File: config.mk
export PLATFORM = sky130hd
export DESIGN_NAME = ple_front
export DESIGN_NICKNAME = d
export VERILOG_FILES = /design/src/ple_pkg.sv /design/src/ple_front.sv
export SDC_FILE = /design/constraint.sdc
export NUM_CORES = 1
export LEC_CHECK = 0
export ABC_AREA = 0
export BUFFER_PORTS_ARGS = -buffer_cell sky130_fd_sc_hd__buf_2
export CORE_MARGIN = 2
export CORE_UTILIZATION = 30
export CTS_BUF_LIST = sky130_fd_sc_hd__clkbuf_2
export CTS_CLUSTER_SIZE = 14
export DETAILED_ROUTE_END_ITERATION = 12
export HOLD_SLACK_MARGIN = 0.1
export PLACE_DENSITY = 0.6
export SLEW_MARGIN = 20
export SYNTH_ARGS = -nofsm -noshare
export SYNTH_HDL_FRONTEND = slang
export SYNTH_SLANG_ARGS = --single-unit
File: constraint.sdc
create_clock -name clk -period 5.7 [get_ports clk]
set_input_delay 0.285 -clock clk [delete_from_list [all_inputs] [get_ports clk]]
set_output_delay 0.285 -clock clk [all_outputs]
set_load 0.02 [all_outputs]
File: src/ple_pkg.sv
package ple_pkg;

    localparam int Depth      = 64;
    localparam int PosW       = 7;
    localparam int IdxW       = 6;
    localparam int WordW      = 32;
    localparam int FuncW      = 3;
    localparam int StatW      = 3;
    localparam int QueueDepth = 2;

    typedef enum logic [FuncW-1:0] {
        FN_SETLEN = 3'd0,
        FN_WRITE  = 3'd1,
        FN_READ   = 3'd2,
        FN_INSERT = 3'd3,
        FN_DELETE = 3'd4,
        FN_SEARCH = 3'd5,
        FN_NOP6   = 3'd6,
        FN_NOP7   = 3'd7
    } func_t;

    typedef enum logic [StatW-1:0] {
        ST_OK       = 3'd0,
        ST_BADPOS   = 3'd1,
        ST_FULL     = 3'd2,
        ST_EMPTY    = 3'd3,
        ST_NOTFOUND = 3'd4
    } status_t;

    typedef struct packed {
        func_t             func;
        logic [PosW-1:0]   position;
        logic [WordW-1:0]  value;
    } cmd_t;

    typedef struct packed {
        status_t           status;
        logic [WordW-1:0]  read_value;
        logic [PosW-1:0]   found_position;
        logic [PosW-1:0]   list_length;
    } rsp_t;

endpackage

File: src/ple_front.sv
module ple_front
    import ple_pkg::*;
(
    input  logic        clk,
    input  logic        rst_n,
    input  logic        in_valid,
    output logic        in_ready,
    input  cmd_t        in_cmd,
    output logic        q_valid,
    input  logic        q_ready,
    output cmd_t        q_cmd
);

    cmd_t       buf_reg [QueueDepth];
    logic [0:0] wp_reg, wp_next, rp_reg, rp_next;
    logic [1:0] cnt_reg, cnt_next;
    logic       push, pop;

    assign in_ready = (cnt_reg != 2'(QueueDepth));
    assign q_valid  = (cnt_reg != 2'd0);
    assign q_cmd    = buf_reg[rp_reg];
    assign push     = in_valid && in_ready;
    assign pop      = q_valid && q_ready;

    always_comb
    begin
        wp_next  = push ? wp_reg + 1'b1 : wp_reg;
        rp_next  = pop ? rp_reg + 1'b1 : rp_reg;
        cnt_next = cnt_reg + {1'b0, push} - {1'b0, pop};
    end

    always_ff @(posedge clk or negedge rst_n)
    begin
        if (!rst_n)
        begin
            wp_reg  <= '0;
            rp_reg  <= '0;
            cnt_reg <= '0;
        end
        else
        begin
            wp_reg  <= wp_next;
            rp_reg  <= rp_next;
            cnt_reg <= cnt_next;
        end
    end

    always_ff @(posedge clk)
    begin
        if (push)
        begin
            buf_reg[wp_reg] <= in_cmd;
        end
    end

endmodule

======== Word level (Yosys, flattened, before mapping) ========
Memories as Yosys holds them, arrays and structs flattened.
Cells that the tools add are included.
storage, ports and cells
  memories ................................ 1
  logic and storage cells ................. 14
  output and inout bits ................... 44
  bits in registers ....................... 4
  input bits .............................. 46
  RAM bits ................................ 84
cells by class
  multiplexer cells ....................... 2
  equal/unequal tests ..................... 1
  add/sub/neg operators ................... 4
  reduce and logical (&&, ||, !) cells .... 3
memories
  name     words  width  read ports  clocked after Yosys merged registers in  write ports  RTL line         text
  buf_reg  2      42     1           0                                        1            ple_front.sv:14  cmd_t buf_reg [QueueDepth];
operators with widths
  cell                 count
  $add 1x1->1 const B  2
  $add 2x1->2          1
  $logic_and 1x1->1    2
  $mux 1               2
  $ne 2x2->1 const B   1
  $reduce_bool 2->1    1
  $sub 2x1->2          1

======== Logic depth before layout (Yosys ltp) ========
Gate-level depths: netlist of run 1.
  depth in word-level cells ............... 4
  depth in mapped cells ................... 5
  depth with buffers taken out ............ 5

======== Worst setup path after synthesis of run 1 ========
Ideal clock, no wire load.
  path kind ............................... flip-flop to flip-flop
  from .................................... register cnt_reg[0]
  to ...................................... memory buf_reg[0][0] (netlist bit), enable pin
  data arrival time ....................... 2.572 ns
  path buffers ............................ 0
  library setup time ...................... 0.441 ns
  path slack .............................. 2.686 ns
  period minus slack after synthesis ...... 3.014 ns
  stages on the path, launching flop included .. 4
  required time ........................... 5.259 ns
  cell sequence ........................... dfrtp_1 > nand2b_1 > nand2_1 > nor2_1
between the ends
  word-level cells in the longest chain between the ends .. 4
ends and longest elaborated chain
  element                       RTL line         text
  start, declared               ple_front.sv:16  logic [1:0] cnt_reg, cnt_next;
  start signal, assigned        ple_front.sv:44  cnt_reg <= cnt_next;
  $ne 2x2->1                    ple_front.sv:19  assign in_ready = (cnt_reg != 2'(QueueDepth));
  named net in_ready            ple_front.sv:7   output logic in_ready,
  $logic_and 1x1->1             ple_front.sv:22  assign push = in_valid && in_ready;
  $mux 1                        ple_front.sv:50  if (push)
  $mux 1 (not written as such)  ple_front.sv:52  buf_reg[wp_reg] <= in_cmd;
  end, declared                 ple_front.sv:14
The timed path passes the listed nets, and every way through them passes these cells.

==> results of run 1 <==
## worst max path at each step
stage               slack, ns  depth (start not counted)       start             end
global route             2.96                          2      rp_reg       q_cmd[38]
detailed placement       3.70                          2  cnt_reg[0]  buf_reg[1][33]
CTS                      3.02                          2      rp_reg       q_cmd[38]
global placement         3.72                          2  cnt_reg[0]   buf_reg[1][9]
floorplan                2.69                          3  cnt_reg[0]   buf_reg[0][0]
finish                   3.16                          2      rp_reg       q_cmd[38]
## per-stage QoR
stage	total power, W	utilization, %	setup WS [ns]
after floorplan	0.00146	-	2.69
after global placement	0.00166	35.9	3.72
after detailed placement	0.00167	35.9	3.70
after CTS	0.00200	41.1	3.02
after global routing	0.00208	41.2	2.96
final	0.00196	41.2	3.16
## synthesized netlist by cell type
library cell,n,share of area [%]
a211oi_1,1,0.23
a21bo_1,1,0.31
a32oi_1,1,0.27
and3_1,1,0.19
buf_2,1,0.15
buf_6,4,1.4
dfrtp_1,4,3.1
edfxtp_1,84,77
ha_1,1,0.38
mux2_2,42,14
nand2_1,2,0.23
nand2b_1,1,0.19
nand3_1,1,0.15
nor2_1,3,0.34
nor2b_1,1,0.19
o21ai_0,1,0.15
or2_2,1,0.19
xnor2_1,3,0.81
## routing by layer
metal	GRT usage, %	wire, µm	vias to the layer above
met1	11.6	2480	903
li1	-	-	881
met5	0	0	-
met4	5.22	112	0
met2	18.1	3070	53
met3	3.44	312	11
## worst register-to-register path, stage by stage (launching register included)
cell and delay [ns]:
dfrtp_1 0.49, nand2b_1 0.20, nand2_1 0.13, nor2_4 0.09
buf_4 0.49
## report_power, final
part	internal [W]	total (W)	switching, W
clock	0.000105	0.000301	0.000196
combinational	0.000297	0.000674	0.000377
sequential	0.000883	0.000986	0.000103
total	0.00129	0.00196	0.000676
## layout make-up
| class | count | share of cell area (%) |
|---|---|---|
| flip-flops and latches | 88 | 59.3 |
| repair buffers | 136 | 20.7 |
| multi-input cells | 60 | 13.7 |
| well taps | 140 | 3.96 |
| clock buffers | 12 | 1.36 |
| clock inverters | 4 | 1.02 |
## cell families after synthesis
logic type,count (synthesis),synth area share (%)
DFF,88,80.3
muxes,42,14.5
and+or+nand+nor,10,1.50
buffers and inverters,5,1.53
AOI/OAI and AO/OA,4,0.958
xor gates and xnor gates,3,0.805
adders and majority gates,1,0.383
## cell usage in the layout (no fill, tap or decap), types with 2 or more instances in the layout
master and instances:
mux2_2 42, nand2_1 2, edfxtp_1 84, dfrtp_1 3, buf_2 89, nor2_1 2
dlygate4sd3_1 46, clkinv_2 3, clkbuf_2 12, xnor2_1 3
==> flow_metrics.env, run 1 <==
export IMPL_ff2ff_path_depth=4
export IMPL_hold_depth=2
export IMPL_ff_latch_area_um2=2620
export IMPL_hold_viol=0
export IMPL_path_buf_inv=1
export IMPL_initial_utilization_pct=30.4
export IMPL_holdWs_ns=0.452
export IMPL_cts_tree="done"
export IMPL_postPlaceCellArea_um2=3850
export IMPL_holdBufCountCts=46
export IMPL_final_setup_skew_ns=0.0208
export IMPL_period_needed_ns=2.54
export IMPL_relSlewSlack_pct=31.0
export IMPL_layout_cells_non_filler=440
export IMPL_wl_per_cell_um=13.6
export IMPL_p_per_area_nw_per_um2=443
export IMPL_ant_nets=0
export IMPL_synth_fp_nets=200
export IMPL_fmax_ghz=0.394
export IMPL_slew_viol_final=0
export IMPL_crit_family="flip-flops"
export IMPL_clkSlewWorstSetupHoldPaths_ns=0.22
export IMPL_synth_cell_types=18
export IMPL_die_w_um=108
export IMPL_coreArea_um2=10700
export IMPL_numCtsBuffers=9
export IMPL_ctsLongestPathBuffers=2
export IMPL_clockRootBuffer="clkbuf_2"
export IMPL_dp_cells=378
export IMPL_grt_usage_pct=10.5
export IMPL_syn_to_final_growth_pct=35.5
export IMPL_vias_per_cell=4.20
export IMPL_place_congestion=0.685
export IMPL_largest_register_ffs=84
export IMPL_dp_hpwl_um=3410
export IMPL_fin_tns_setup_ns=0
export IMPL_antenna_found_initial=0
export IMPL_required_ns=5.41
export IMPL_diodes=0
export IMPL_multi_input_area_um2=604
export IMPL_yosysSeqAreaShare_pct=80.3
export IMPL_drive_above_1_share_pct=50.7
export IMPL_nets=342
export IMPL_grt_pass1_wl_um=9080
export IMPL_critPathMaxStageDelay_ns=1.10
export IMPL_path_cells="mux2_2, buf_2"
export IMPL_worst_slew_pin_slew_ns=1.04
export IMPL_num_vias=1848
export IMPL_worstHoldPathType="in -> reg"
export IMPL_cp_start_kind="flip-flop"
export IMPL_timing_rr_start="cnt_reg[0]"
export IMPL_first_pass_iters=3
export IMPL_clock_latency_ns=0.53
export IMPL_yosysWarnings=0
export IMPL_r2r_slack_ns=3.91
export IMPL_final_area_um2=4420
export IMPL_regToRegEndpoint="buf_reg[0][11]"
export IMPL_syn_avg_cell_area_um2=21.3
export IMPL_crit_fanout=43
export IMPL_clock_sinks=88
export IMPL_gr_total_overflow=0
export IMPL_hold_path_startpoint="in_cmd[30]"
export IMPL_critical_path_arrival_ns=2.25
export IMPL_htree_levels=3
export IMPL_fill_cells=1025
export IMPL_finalSetupViolations=0
export IMPL_period_share_pct=44.5
export IMPL_rows=38
export IMPL_grt_max_degree=44
export IMPL_dieArea_um2=11700
export IMPL_worstHoldEndpoint="buf_reg[0][30]"
export IMPL_p_leak_nw=1.66
export IMPL_rsz0062_at_grt="no"
export IMPL_cap_viol_max_count=0
export IMPL_die_h_um=108
export IMPL_cp_slowest_cell="dfrtp_2"
export IMPL_cts_setup_buffers=0
export IMPL_wirelength_um=5980
export IMPL_syn_area_um2=3260
export IMPL_status="complete, no violations"
export IMPL_io_pins=90
export IMPL_drt_initial_drc_count=66
export IMPL_cts_resized=0
export IMPL_post_route_drc_count=0
export IMPL_synth_seq_cells=88
export IMPL_endpoint_kind="primary output"
export IMPL_critPathKind="reg -> out"
export IMPL_grt_pass1_vias=1871
export IMPL_vdd_drop_max_mv=0.219
export IMPL_port_buffer_count=89
export IMPL_netlist_instances=153
Note: power is estimated with default switching activity, not from simulation.
==> inputs of run 2 (changes only) <==
--- a/config.mk
+++ b/config.mk
@@ -5,7 +5,7 @@
 export SDC_FILE = /design/constraint.sdc
 export NUM_CORES = 1
 export LEC_CHECK = 0
-export ABC_AREA = 0
+export ABC_AREA = 1
 export BUFFER_PORTS_ARGS = -buffer_cell sky130_fd_sc_hd__buf_2
 export CORE_MARGIN = 2
 export CORE_UTILIZATION = 30
@@ -13,7 +13,7 @@
 export CTS_CLUSTER_SIZE = 14
 export DETAILED_ROUTE_END_ITERATION = 12
 export HOLD_SLACK_MARGIN = 0.1
-export PLACE_DENSITY = 0.6
+export PLACE_DENSITY = 0.61
 export SLEW_MARGIN = 20
 export SYNTH_ARGS = -nofsm -noshare
 export SYNTH_HDL_FRONTEND = slang
==> constraint.sdc (replaced) <==
create_clock -name clk -period 2.2 [get_ports clk]
set_input_delay 0.11 -clock clk [delete_from_list [all_inputs] [get_ports clk]]
set_output_delay 0.11 -clock clk [all_outputs]
set_load 0.02 [all_outputs]
==> flow_metrics.env, run 2 <==
export IMPL_holdWs_ns=0.303
export IMPL_hold_depth=2
export IMPL_timing_rr_start="cnt_reg[1]"
export IMPL_cts_setup_buffers=0
export IMPL_port_buffer_count=89
export IMPL_p_per_area_nw_per_um2=1210
export IMPL_finalSetupViolations=0
export IMPL_yosysSeqAreaShare_pct=78.8
export IMPL_netlist_instances=251
export IMPL_clockPowerShare_pct=16.4
export IMPL_htree_levels=3
export IMPL_worst_slew_pin_slew_ns=0.421
export IMPL_multi_input_area_um2=599
export IMPL_clockRootBuffer="clkbuf_2"
export IMPL_worstHoldPathType="in -> reg"
export IMPL_synth_fp_nets=298
export IMPL_switchingPower_w=0.00216
export IMPL_grt_usage_pct=11.3
export IMPL_fin_tns_setup_ns=0
export IMPL_syn_area_um2=3330
export IMPL_nets=440
export IMPL_post_route_drc_count=0
export IMPL_critPathKind="reg -> out"
export IMPL_place_congestion=0.686
export IMPL_slew_viol_final=0
export IMPL_pwr_share_seq_pct=45.4
export IMPL_syn_to_final_growth_pct=35.8
export IMPL_grt_max_degree=44
export IMPL_endpoint_kind="primary output"
export IMPL_syn_avg_cell_area_um2=13.3
export IMPL_final_common_cell="nand2_1"
export IMPL_rsz0062_at_grt="no"
export IMPL_wl_per_cell_um=12.0
export IMPL_synth_cell_types=16
export IMPL_first_pass_iters=4
export IMPL_vias_per_cell=4.11
export IMPL_ant_nets=0
export IMPL_netlist_top_cells_area="edfxtp_1, nand2_1, dfrtp_1"
export IMPL_cp_start_kind="flip-flop"
export IMPL_synth_top_cell_by_area="edfxtp_1"
export IMPL_critical_path_arrival_ns=1.88
export IMPL_totalPowerFinal_w=0.00548
export IMPL_vdd_drop_max_mv=0.558
export IMPL_synthTopCellsByCount="nand2_1, edfxtp_1, inv_1"
export IMPL_grt_pass1_vias=2211
export IMPL_grt_pass1_wl_um=9960
export IMPL_async_reset_ff_share_pct=4.55
export IMPL_largest_register_ffs=84
export IMPL_synth_enable_flop_cells=84
export IMPL_crit_fanout=43
export IMPL_worstHoldEndpoint="buf_reg[0][33]"
export IMPL_status="complete, no violations"
export IMPL_gr_total_overflow=0
export IMPL_relSlewSlack_pct=71.9
export IMPL_period_share_pct=90.5
export IMPL_num_vias=2217
export IMPL_wirelength_um=6490
export IMPL_cap_viol_max_count=0
export IMPL_power_internal_w=0.00333
export IMPL_drive_above_1_share_pct=29.6
export IMPL_clock_latency_ns=0.50
export IMPL_ff2ff_path_depth=4
export IMPL_clkSlewWorstSetupHoldPaths_ns=0.22
export IMPL_combPwrFrac_pct=38.3
export IMPL_synthMostInstantiatedCell="nand2_1"
export IMPL_dp_hpwl_um=4100
export IMPL_hold_path_startpoint="in_cmd[33]"
export IMPL_antenna_found_initial=1
export IMPL_p_leak_nw=1.95
export IMPL_r2r_slack_ns=0.67
export IMPL_switching_share_pct=39.3
export IMPL_synth_ff_type="edfxtp_1"
export IMPL_coreArea_um2=10800
export IMPL_rows=38
export IMPL_cts_tree="done"
export IMPL_synth_top_area_share_pct=75.8
export IMPL_drt_initial_drc_count=98
export IMPL_synth_seq_cells=88
export IMPL_period_needed_ns=1.99
export IMPL_initial_utilization_pct=30.7
export IMPL_hold_viol=0
export IMPL_yosysWarnings=0
export IMPL_io_pins=90
export IMPL_ctsLongestPathBuffers=2
export IMPL_die_h_um=109
export IMPL_clock_sinks=88
export IMPL_fmax_ghz=0.502
export IMPL_ff_latch_area_um2=2630
export IMPL_regToRegEndpoint="buf_reg[0][9]"
export IMPL_dieArea_um2=11900
export IMPL_final_setup_skew_ns=0.0179
export IMPL_layout_common_cells="nand2_1, buf_2, edfxtp_1"
export IMPL_die_w_um=109
export IMPL_numCtsBuffers=9
export IMPL_required_ns=2.09
export IMPL_fill_cells=1027
## run 2: cell types whose count changed in the layout (fill, tap and decap cells not counted), moves of 2 or more
cell and change:
inv_1 +7, nand2_1 +130, nand2_2 +2, xnor2_1 -3
inv_6 +2, buf_4 +4, nor2_2 +2, mux2_2 -42
clkinv_2 -3
## run 2: stage by stage
stage	utilization (%)	cell area, µm²	cells	setup WS (ns)
floorplan	-	3330	251	0.00876
global placement	36.1	3920	476	0.687
detailed placement	36.1	3920	476	0.666
CTS	41.6	4510	538	0.0129
global route	41.7	4520	539	0.0109
finish	41.7	4520	539	0.209
## run 2: layout make-up
| type | instances | share of cell area [%] |
|---|---|---|
| flip-flops and latches | 88 | 58.1 |
| inverters | 8 | 0.776 |
| diodes | 1 | 0.0554 |
| well taps | 140 | 3.88 |
| clock buffers | 11 | 1.22 |
| clock inverters | 5 | 1.77 |
| repair buffers | 140 | 20.9 |
| multi-input cells | 146 | 13.3 |
## run 2: cell families (layout without fill, tap and decap cells)
family / count (synthesis) / after routing / share of synthesized area (%)
AO/OA/AOI/OAI: 2 / 2 / 0.301
AND/OR/NAND/NOR: 142 / 142 / 16.7
buffers and inverters: 17 / 164 / 3.54
flip-flops: 88 / 88 / 78.8
adder cells (fa/ha/maj): 1 / 1 / 0.376
XOR/XNOR: 1 / 1 / 0.263
other: 0 / 1 / 0
## run 2: critical path: stages, from the launching register on
cell	delay [ns]
dfrtp_4	0.69
inv_6	0.33
nand2_1	0.10
nand2_1	0.08
buf_2	0.16
## run 2: how the worst max path moves through the flow
stage,from,endpoint,slack [ns],cells past startpoint
6_report,rp_reg,q_cmd[39],0.21,4
5_1_grt,rp_reg,q_cmd[1],0.01,4
4_1_cts,rp_reg,q_cmd[39],0.01,4
3_5_place_dp,rp_reg,q_cmd[30],0.67,4
3_3_place_gp,cnt_reg[1],buf_reg[0][36],0.69,4
2_1_floorplan,cnt_reg[1],buf_reg[0][0],0.009,3
## run 2: power groups by stage
stage | registers [W] | logic (W) | clock network, W
after global routing | 0.00253 | 0.00234 | 0.00102
final | 0.00249 | 0.00210 | 0.000898
after floorplan | 0.00241 | 0.00153 | 0
after detailed placement | 0.00253 | 0.00209 | 0
after CTS | 0.00249 | 0.00216 | 0.000949
after global placement | 0.00251 | 0.00206 | 0
## run 2: timing repair
item / in CTS / in global routing
hold buffers: 46 / 0
endpoints found under the setup margin: 0 / 42
gates resized for setup: 0 / 1
endpoints found under the hold margin: 92 / 0
## run 2: metal layers
layer  part of all wire (%)  global-route usage [%]
met5                      0                       0
met3                    5.7                    3.79
met2                     50                    19.7
met4                    1.0                    3.89
met1                     43                    13.0
==> inputs of run 3 (changes only) <==
--- a/config.mk
+++ b/config.mk
@@ -5,7 +5,6 @@
 export SDC_FILE = /design/constraint.sdc
 export NUM_CORES = 1
 export LEC_CHECK = 0
-export ABC_AREA = 1
 export BUFFER_PORTS_ARGS = -buffer_cell sky130_fd_sc_hd__buf_2
 export CORE_MARGIN = 2
 export CORE_UTILIZATION = 30
@@ -13,7 +12,7 @@
 export CTS_CLUSTER_SIZE = 14
 export DETAILED_ROUTE_END_ITERATION = 12
 export HOLD_SLACK_MARGIN = 0.1
-export PLACE_DENSITY = 0.61
+export PLACE_DENSITY = 0.62
 export SLEW_MARGIN = 20
 export SYNTH_ARGS = -nofsm -noshare
 export SYNTH_HDL_FRONTEND = slang
==> flow_metrics.env, run 3 (synthesis results as in run 1) <==
export IMPL_rsz0062_at_grt="no"
export IMPL_layout_common_cells="buf_2, edfxtp_1, dlygate4sd3_1"
export IMPL_largest_register_ffs=84
export IMPL_hold_viol=0
export IMPL_final_util_pct=42.0
export IMPL_port_buffer_count=89
export IMPL_period_share_pct=87.2
export IMPL_rows=38
export IMPL_fill_cells=1000
export IMPL_p_leak_nw=1.71
export IMPL_die_h_um=108
export IMPL_pwr_share_seq_pct=44.9
export IMPL_cp_startpoint="rp_reg"
export IMPL_cts_tree="done"
export IMPL_num_vias=1854
export IMPL_required_ns=2.09
export IMPL_clockPowerShare_pct=18.6
export IMPL_antenna_found_initial=0
export IMPL_cp_start_kind="flip-flop"
export IMPL_initial_utilization_pct=30.4
export IMPL_p_per_area_nw_per_um2=1180
export IMPL_clock_sinks=88
export IMPL_ctsLongestPathBuffers=2
export IMPL_vias_per_cell=4.17
export IMPL_first_pass_iters=4
export IMPL_r2r_slack_ns=0.64
export IMPL_switching_share_pct=32.8
export IMPL_timing_rr_start="cnt_reg[0]"
export IMPL_clockRootBuffer="clkbuf_2"
export IMPL_gr_total_overflow=0
export IMPL_grt_usage_pct=10.3
export IMPL_fmax_ghz=0.521
export IMPL_grt_pass1_vias=1853
export IMPL_syn_to_final_growth_pct=38.1
export IMPL_worstHoldPathType="in -> reg"
export IMPL_clock_latency_ns=0.52
export IMPL_die_w_um=108
export IMPL_grt_pass1_wl_um=8620
export IMPL_relSlewSlack_pct=75.3
export IMPL_power_internal_w=0.00358
export IMPL_combPwrFrac_pct=36.5
export IMPL_final_common_cell="buf_2"
export IMPL_crit_fanout=25
export IMPL_cts_setup_buffers=0
export IMPL_cap_viol_max_count=0
export IMPL_worst_slew_pin_slew_ns=0.371
export IMPL_path_cells="buf_4, mux2_2, buf_2"
export IMPL_endpoint_kind="primary output"
export IMPL_htree_levels=3
export IMPL_status="complete, no violations"
export IMPL_wl_per_cell_um=13.2
export IMPL_period_needed_ns=1.92
export IMPL_dp_hpwl_um=3680
export IMPL_drive_above_1_share_pct=51.1
export IMPL_post_route_drc_count=0
export IMPL_place_congestion=0.696
export IMPL_drt_initial_drc_count=95
export IMPL_ant_nets=0
export IMPL_critical_path_arrival_ns=1.81
export IMPL_vdd_drop_max_mv=0.634
export IMPL_critPathKind="reg -> out"
export IMPL_numCtsBuffers=9
export IMPL_final_setup_skew_ns=0.0213
export IMPL_hold_path_startpoint="in_cmd[23]"
export IMPL_coreArea_um2=10700
export IMPL_ff2ff_path_depth=4
export IMPL_critPathMaxStageDelay_ns=0.40
export IMPL_fin_tns_setup_ns=0
export IMPL_dieArea_um2=11700
export IMPL_ff_latch_area_um2=2620
export IMPL_diodes=0
export IMPL_hold_depth=2
export IMPL_grt_max_degree=28
export IMPL_wirelength_um=5890
export IMPL_slew_viol_final=0
export IMPL_clkSlewWorstSetupHoldPaths_ns=0.23
export IMPL_cp_slowest_cell="dfrtp_2"
export IMPL_nets=347
export IMPL_switchingPower_w=0.00175
export IMPL_multi_input_area_um2=601
export IMPL_finalSetupViolations=0
export IMPL_io_pins=90
## run 3: path summary, 6_finish.rpt
kind,to
worst min-delay path,buf_reg[1][23]
worst max register to register,buf_reg[0][34]
min in group asynchronous,cnt_reg[0]
max in group asynchronous,rp_reg
worst min register to register,wp_reg
worst max-delay path,q_cmd[32]
## run 3: metal layers
metal | up-vias | part of all wire, % | track usage [%]
li1 | 894 | - | -
met1 | 898 | 42 | 10.7
met2 | 53 | 51 | 17.9
met3 | 9 | 5.2 | 3.19
met4 | 0 | 1.9 | 6.59
met5 | - | 0 | 0
## run 3: power by group through the flow
stage	registers (W)	clock network (W)	logic (W)
after floorplan	0.00241	0	0.00138
after global placement	0.00242	0	0.00191
after detailed placement	0.00244	0	0.00193
after CTS	0.00240	0.00104	0.00200
after global routing	0.00243	0.00110	0.00211
final	0.00239	0.000993	0.00195
## run 3: timing repair
item / 4_1_cts / 5_1_grt
resized for setup: 0 / 0
hold buffers: 46 / 0
endpoints found under the hold margin: 92 / 0
## run 3: final cells by class
class                      count  share of cell area [%]
clock inverter                 6                    2.39
tap                          140                    3.89
timing repair buffer         141                    21.1
multi-input combinational     60                    13.3
clock buffer                  10                    1.11
sequential                    88                    58.2
## run 3: through the flow
| step | total power [W] | area [µm²] | hold WS, ns | worst slack, ns | cells |
|---|---|---|---|---|---|
| 3_3_place_gp | 0.00433 | 3890 | -0.0766 | 0.700 | 383 |
| 3_5_place_dp | 0.00437 | 3890 | -0.0756 | 0.649 | 383 |
| 2_1_floorplan | 0.00379 | 3270 | -0.186 | 0.0166 | 153 |
| 5_1_grt | 0.00564 | 4510 | 0.204 | 0.0974 | 445 |
| 4_1_cts | 0.00543 | 4510 | 0.217 | 0.189 | 445 |
| 6_report | 0.00533 | 4510 | 0.274 | 0.281 | 445 |
## run 3: critical path: cells and delay by family, from the launching register on
| family | cells | cell delay (ns) |
|---|---|---|
| buffers and inverters | 2 | 0.48 |
| DFF | 1 | 0.40 |
| muxes | 1 | 0.39 |
